<file path="src/rtl/core/lsd_pkg.sv">
// Shared types and constants of the lagged squared displacement block.
package lsd_pkg;

    localparam int DIMS     = 3;
    localparam int COORD_W  = 16;
    localparam int POS_W    = DIMS * COORD_W;
    localparam int PART_W   = 10;
    localparam int LAG_W    = 4;
    localparam int LTIME_W  = 20;
    localparam int SQ_W     = 34;
    localparam int SQ1_W    = 33;
    localparam int STEP_W   = 5;
    localparam int SLOT_W   = 6;
    localparam int FRAMES_W = 5;
    localparam int PCNT_W   = 11;
    localparam int HIST_W   = 5;
    localparam int TSTEP_W  = 16;
    localparam int CFG_IDX_W = 2;

    // Depth of the result queue in front of the output port.
    localparam int QDEPTH   = 4;
    localparam int QPTR_W   = 2;
    localparam int QCNT_W   = 3;

    localparam logic [CFG_IDX_W-1:0] CFG_PARTICLE_COUNT = 2'd0;
    localparam logic [CFG_IDX_W-1:0] CFG_HISTORY_FRAMES = 2'd1;
    localparam logic [CFG_IDX_W-1:0] CFG_TIME_STEP      = 2'd2;

    localparam logic [FRAMES_W-1:0] FRAMES_SAT = 5'd31;

    // Commands from the controller to the datapath.
    typedef struct packed {
        logic              load;
        logic              wr_en;
        logic [SLOT_W-1:0] wr_slot;
        logic              rd_en;
        logic [SLOT_W-1:0] rd_slot;
        logic [STEP_W-1:0] step;
        logic              last;
    } t_dp_cmd;

    // Status from the datapath to the controller.
    typedef struct packed {
        logic out_beat;
    } t_dp_status;

    typedef struct packed {
        logic [PART_W-1:0]  particle_out;
        logic [LAG_W-1:0]   lag;
        logic [LTIME_W-1:0] lag_time;
        logic [SQ_W-1:0]    squared_displacement;
        logic               last;
    } t_result;

endpackage

</file>
<file path="src/rtl/core/lsd_ctrl.sv">
// Controller: frame bookkeeping, lag sequencing and output credit tracking.
module lsd_ctrl
    import lsd_pkg::*;
#(
    parameter int MAX_PARTICLES = 1024,
    parameter int MAX_HISTORY   = 16
) (
    input  logic              i_clk,
    input  logic              i_rst_n,
    input  logic              i_valid,
    output logic              o_stall,
    input  logic              i_first_of_frame,
    input  logic [PART_W-1:0] i_particle,
    input  logic [PCNT_W-1:0] i_particle_count,
    input  logic [HIST_W-1:0] i_history_frames,
    output t_dp_cmd           o_cmd,
    input  t_dp_status        i_status
);

    localparam int SW = $clog2(MAX_HISTORY);
    localparam logic [HIST_W-1:0] H_CAP =
        (MAX_HISTORY > 31) ? 5'd31 : HIST_W'(MAX_HISTORY);
    localparam logic [SW-1:0] SLOT_RST =
        SW'((MAX_HISTORY - 1 > 15) ? 15 : MAX_HISTORY - 1);

    typedef enum logic {
        S_IDLE,
        S_ISSUE
    } t_state;

    t_state              r_state, n_state;
    logic [SW-1:0]       r_slot, n_slot;
    logic [FRAMES_W-1:0] r_frames, n_frames;
    logic [STEP_W-1:0]   r_step, n_step;
    logic [STEP_W-1:0]   r_lags, n_lags;
    logic [QCNT_W-1:0]   r_credit, n_credit;

    logic [HIST_W-1:0]   w_eff_hist;
    logic [SLOT_W:0]     w_slot_inc;
    logic [SW-1:0]       w_slot_acc;
    logic [FRAMES_W-1:0] w_frames_acc;
    logic [FRAMES_W-1:0] w_lags_acc;
    logic                w_in_range;
    logic                w_accept;
    logic                w_issue;
    logic [SLOT_W:0]     w_rd_diff;
    logic [SW-1:0]       w_rd_slot;

    always_comb begin
        if (i_history_frames < 5'd2) begin
            w_eff_hist = 5'd2;
        end else if (i_history_frames > H_CAP) begin
            w_eff_hist = H_CAP;
        end else begin
            w_eff_hist = i_history_frames;
        end
    end

    assign o_stall  = (r_state != S_IDLE);
    assign w_accept = i_valid && (r_state == S_IDLE);
    assign w_issue  = (r_state == S_ISSUE) && (r_credit != '0);

    // A marked item opens a new frame in the next ring slot.
    assign w_slot_inc = (SLOT_W+1)'(r_slot) + 7'd1;
    always_comb begin
        if (!i_first_of_frame) begin
            w_slot_acc = r_slot;
        end else if (w_slot_inc >= (SLOT_W+1)'(w_eff_hist)) begin
            w_slot_acc = '0;
        end else begin
            w_slot_acc = SW'(w_slot_inc);
        end
    end

    assign w_frames_acc = (i_first_of_frame && (r_frames != FRAMES_SAT)) ?
                          r_frames + 5'd1 : r_frames;

    // The particle index must lie below the clamped particle count.
    assign w_in_range = (({1'b0, i_particle} < i_particle_count) ||
                         (i_particle == '0)) &&
                        (32'(i_particle) < MAX_PARTICLES);

    assign w_lags_acc = ((w_frames_acc - 5'd1) < (w_eff_hist - 5'd1)) ?
                        (w_frames_acc - 5'd1) : (w_eff_hist - 5'd1);

    // Slot of the frame that lies r_step frames back, wrapped in the ring.
    assign w_rd_diff = (SLOT_W+1)'(r_slot) - (SLOT_W+1)'(r_step);
    assign w_rd_slot = w_rd_diff[SLOT_W] ?
                       SW'(w_rd_diff + (SLOT_W+1)'(w_eff_hist)) : SW'(w_rd_diff);

    always_comb begin
        n_state  = r_state;
        n_slot   = r_slot;
        n_frames = r_frames;
        n_step   = r_step;
        n_lags   = r_lags;
        n_credit = r_credit;
        if (w_issue && !i_status.out_beat) begin
            n_credit = r_credit - 3'd1;
        end else if (!w_issue && i_status.out_beat) begin
            n_credit = r_credit + 3'd1;
        end
        unique case (r_state)
            S_IDLE: begin
                if (w_accept) begin
                    n_slot   = w_slot_acc;
                    n_frames = w_frames_acc;
                    n_step   = 5'd1;
                    n_lags   = w_lags_acc;
                    if (w_in_range && (w_frames_acc >= 5'd2)) begin
                        n_state = S_ISSUE;
                    end
                end
            end
            S_ISSUE: begin
                if (w_issue) begin
                    if (r_step == r_lags) begin
                        n_state = S_IDLE;
                    end else begin
                        n_step = r_step + 5'd1;
                    end
                end
            end
            default: n_state = S_IDLE;
        endcase
    end

    always_ff @(posedge i_clk) begin
        if (!i_rst_n) begin
            r_state  <= S_IDLE;
            r_slot   <= SLOT_RST;
            r_frames <= '0;
            r_step   <= 5'd1;
            r_lags   <= '0;
            r_credit <= QCNT_W'(QDEPTH);
        end else begin
            r_state  <= n_state;
            r_slot   <= n_slot;
            r_frames <= n_frames;
            r_step   <= n_step;
            r_lags   <= n_lags;
            r_credit <= n_credit;
        end
    end

    always_comb begin
        o_cmd.load    = w_accept;
        o_cmd.wr_en   = w_accept && w_in_range;
        o_cmd.wr_slot = SLOT_W'(w_slot_acc);
        o_cmd.rd_en   = w_issue;
        o_cmd.rd_slot = SLOT_W'(w_rd_slot);
        o_cmd.step    = r_step;
        o_cmd.last    = (r_step == r_lags);
    end

    a_credit_bound: assert property (@(posedge i_clk) disable iff (!i_rst_n)
        r_credit <= QCNT_W'(QDEPTH))
        else $error("credit count above queue depth");

    a_issue_needs_credit: assert property (@(posedge i_clk) disable iff (!i_rst_n)
        w_issue |-> (r_credit != '0))
        else $error("read issued without queue space");

    a_last_returns_idle: assert property (@(posedge i_clk) disable iff (!i_rst_n)
        (w_issue && (r_step == r_lags)) |=> (r_state == S_IDLE))
        else $error("sequencer did not stop after the last lag");

endmodule

</file>
<file path="config.mk">
export PLATFORM = sky130hd
export DESIGN_NAME = lsd_ctrl
export DESIGN_NICKNAME = d
export VERILOG_FILES = /design/src/rtl/core/lsd_pkg.sv /design/src/rtl/core/lsd_ctrl.sv
export SDC_FILE = /design/constraint.sdc
export NUM_CORES = 1
export LEC_CHECK = 0
export ABC_AREA = 0
export BUFFER_PORTS_ARGS = -buffer_cell sky130_fd_sc_hd__buf_2
export CAP_MARGIN = 20
export CORE_UTILIZATION = 59
export DETAILED_ROUTE_END_ITERATION = 8
export PLACE_DENSITY = 0.86
export SYNTH_ARGS = -nofsm -noshare
export SYNTH_HDL_FRONTEND = slang
export SYNTH_SLANG_ARGS = --single-unit
</file>
<file path="constraint.sdc">
create_clock -name i_clk -period 5.1 [get_ports i_clk]
set_input_delay 0 -clock i_clk [delete_from_list [all_inputs] [get_ports i_clk]]
set_output_delay 0 -clock i_clk [all_outputs]
set_load 0.01 [all_outputs]
</file>
==> flow_summary_export.csv <==
group,metric,value,unit
synth,synth_seq_area_share,20.2,%
placement,gp_congestion,0.859,
synth,yosys_warnings,0,
power_and_ir_drop,sw_frac_of_total,39.9,%
grt,overflow,0,
setup_path,startpoint,"r_frames[0]$_SDFFE_PN0P_",
synth,netlist_area,2280,µm²
timing,fmax,267,MHz
timing,relSlewSlack,55.0,%
grt,grt_pass1_vias,1971,
drt,wl_per_cell,12.3,µm
timing,clock_skew,1.24,ps
setup_path,arrival,3970,ps
setup_path,cp_data_required_time,5320,ps
grt,grt_pass1_wl,8.09,mm
setup_path,cp_max_fo,8,
clocking,cts_hold_buf,0,
grt,grtUsageTotal,24.5,%
worst_hold_path,hp-start,"i_particle_count[10]",
clocking,cts_sinks,23,
setup_path,cpLargestDelayFamily,"simple AND/OR/NAND/NOR gates",
timing,whs,17.5,ps
synth,syn_inst,289,
power_and_ir_drop,p_leak,1.31,nW
timing,finalHoldViolCount,0,
setup_path,path_cells,"ha_1, and3_1, ha_1, and2b_1, nand4_1, xor2_1, nand3_1, xor2_1, ha_1, a2111oi_4, a21oi_2, or4b_1, nand3_1",
grt,antenna_found_initial,0,
drt,viasPerCell,5.48,
worst_hold_path,whs_endpoint,"o_stall$_SDFF_PN0_",
die,die_h,64.2,µm
setup_path,crit_top_cell,"ha_1",
timing,final_max_slew_viol_count,0,
timing,min_period,3750,ps
setup_path,cp-start-kind,"flop",
timing,setup_viol,0,
placement,dpl.hpwl,3.89,mm
power_and_ir_drop,pwr_density_cell,256,nW/µm²
drt,drt-pass1-iter-count,4,
timing,fin_setup_tns,0,ps
grt,grt_max_degree,26,
drt,ant_nets,0,
finish,n_antenna_cell,0,
worst_hold_path,hold_path_depth,3,
synth,yosys.cell_types.count,52,
setup_path,crit_slowest_cell,"or4b_1",
timing,rsz0062_at_grt,"false",
synth,ys_async_sr_fraction,0,%
setup_path,r2r-end,"r_lags[1]$_SDFFE_PN0P_",
drt,routed_wl,4.68,mm
setup_path,slowest_delay,520,ps
finish,syn2layout_area_growth,12.4,%
finish,layout_common_cells,"buf_2, inv_1, ha_1, nand2_1, nor2_1",
setup_path,rr_worst_depth,13,
power_and_ir_drop,seqPwrFrac,33.9,%
setup_path,cp.buffers_inverters,0,
die,rows,22,
power_and_ir_drop,combinationalPowerShare,48.4,%
clocking,ctsRootBufferMaster,"clkbuf_8",
clocking,clk_path_buf_depth,2,
setup_path,r2r_slack,1350,ps
synth,synth_edf_count,0,
timing,worst_slew_pin_slew,674,ps
clocking,h-tree-depth,1,
clocking,cts_resized,0,
die,core-area,3690,µm²
clocking,numCtsBuffers,3,
die,initial_utilization,61.9,%
synth,syn_area_per_cell,7.91,µm²
setup_path,end_kind,"flop",
clocking,clock_latency,270,ps
synth,synthFlopType,"dfxtp_1",
clocking,path_clk_slew,80,ps
drt,remaining_drc_errors,0,
die,fp.dieW,64.2,µm
power_and_ir_drop,peakVddDrop,179,µV
clocking,cts_tree,"built",
job,maxCapViolations,0,
die,die_area,4130,µm²
placement,port_buffers,48,
finish,final_common_cell,"buf_2",
worst_hold_path,min_path_type,"in -> reg",
clocking,post_cts_buffers,0,
timing,finalCritPeriodShare,73.6,%
finish,drive_gt1_share,17.8,%
drt,first_iter_violations,101,
power_and_ir_drop,p_int,0.395,mW
power_and_ir_drop,clockPowerShare,17.7,%
finish,nNetsFinal,398,
setup_path,reg2reg_from,"r_frames[0]$_SDFFE_PN0P_",
die,io_pins,53,
drt,route.vias.total,2081,
setup_path,worst-setup-path-type,"reg -> reg",
power_and_ir_drop,power_switching,0.262,mW
run_status,status,"finished clean",
synth,synth_seq_cells,23,
[tightest hold or removal path, delay by kind of cell]
kind            cells  cell delay [ps]
buf+inv             1               80
compound gates      2              180
[cell type report]
type	count	area (µm²)
Clock buffer	3	41.3
Multi-Input combinational cell	221	1630
Timing Repair Buffer	48	240
Inverter	36	135
Tap cell	48	60.1
Sequential cell	23	460
Fill cell	325	1120
Clock inverter	1	5.00
[state kept, by name, indices dropped and copies added (netlist names)]
name and count:
r_frames 5, o_stall 1, r_step 5, r_slot 4, r_credit 3, r_lags 5
[through the flow]
stage	area (µm²)	instances	worst slack [ps]	utilization, %	power, mW
2_1_floorplan	2300	292	1740	-	0.465
3_3_place_gp	2520	376	1480	68.4	0.529
3_5_place_dp	2520	376	1350	68.4	0.542
4_1_cts	2570	380	1330	69.6	0.661
5_1_grt	2570	380	1100	69.6	0.712
6_report	2570	380	1350	69.6	0.657
[per-layer routing]
layer  up-vias  global-route usage (%)  part of all wire [%]
met3         2                    3.39                   4.2
met4         0                    3.89                  0.17
met5         -                       0                     0
met1       954                    28.4                    44
li1       1066                       -                     -
met2        59                    47.6                    52
[kinds of logic (layout without fill, tap and decap cells)]
group           Yosys count  count (layout)  share of synthesized area (%)
compound gates           56              56                           17.6
xor+xnor                 26              26                           10.8
fa+ha+maj                35              35                           20.0
buf+inv                  48              88                           9.20
flops                    23              23                           20.2
mux                       2               2                          0.876
other cells               1               4                          0.164
simple gates             98              98                           21.1
[Yosys cell counts (4+ instances only)]
master | n | area share (%)
a21boi_0 | 4 | 1.3
a21oi_1 | 13 | 2.8
and3_1 | 4 | 1.1
buf_4 | 6 | 2.0
clkbuf_1 | 5 | 0.82
dfxtp_1 | 23 | 20
ha_1 | 31 | 17
inv_1 | 35 | 5.8
nand2_1 | 25 | 4.1
nand3_1 | 11 | 2.4
nand4_1 | 4 | 1.1
nor2_1 | 24 | 3.9
nor3_1 | 8 | 1.8
o21ai_0 | 17 | 3.7
xnor2_1 | 9 | 3.5
xor2_1 | 16 | 6.1
[worst max path at each step]
stage | depth (start not counted) | slack, ps | to
3_5_place_dp | 13 | 1350 | r_lags[1]$_SDFFE_PN0P_
6_report | 13 | 1350 | r_lags[1]$_SDFFE_PN0P_
4_1_cts | 13 | 1330 | r_lags[1]$_SDFFE_PN0P_
5_1_grt | 13 | 1100 | r_lags[1]$_SDFFE_PN0P_
2_1_floorplan | 14 | 1740 | r_lags[1]$_SDFFE_PN0P_
3_3_place_gp | 13 | 1480 | r_lags[1]$_SDFFE_PN0P_
[power groups by stage]
stage	Clock [mW]	Sequential (mW)	Combinational (mW)
5_1_grt	0.126	0.225	0.361
3_3_place_gp	0	0.226	0.303
4_1_cts	0.120	0.222	0.318
3_5_place_dp	0	0.227	0.315
6_report	0.116	0.223	0.318
2_1_floorplan	0	0.223	0.242
Note: power is estimated with default switching activity, not from simulation.
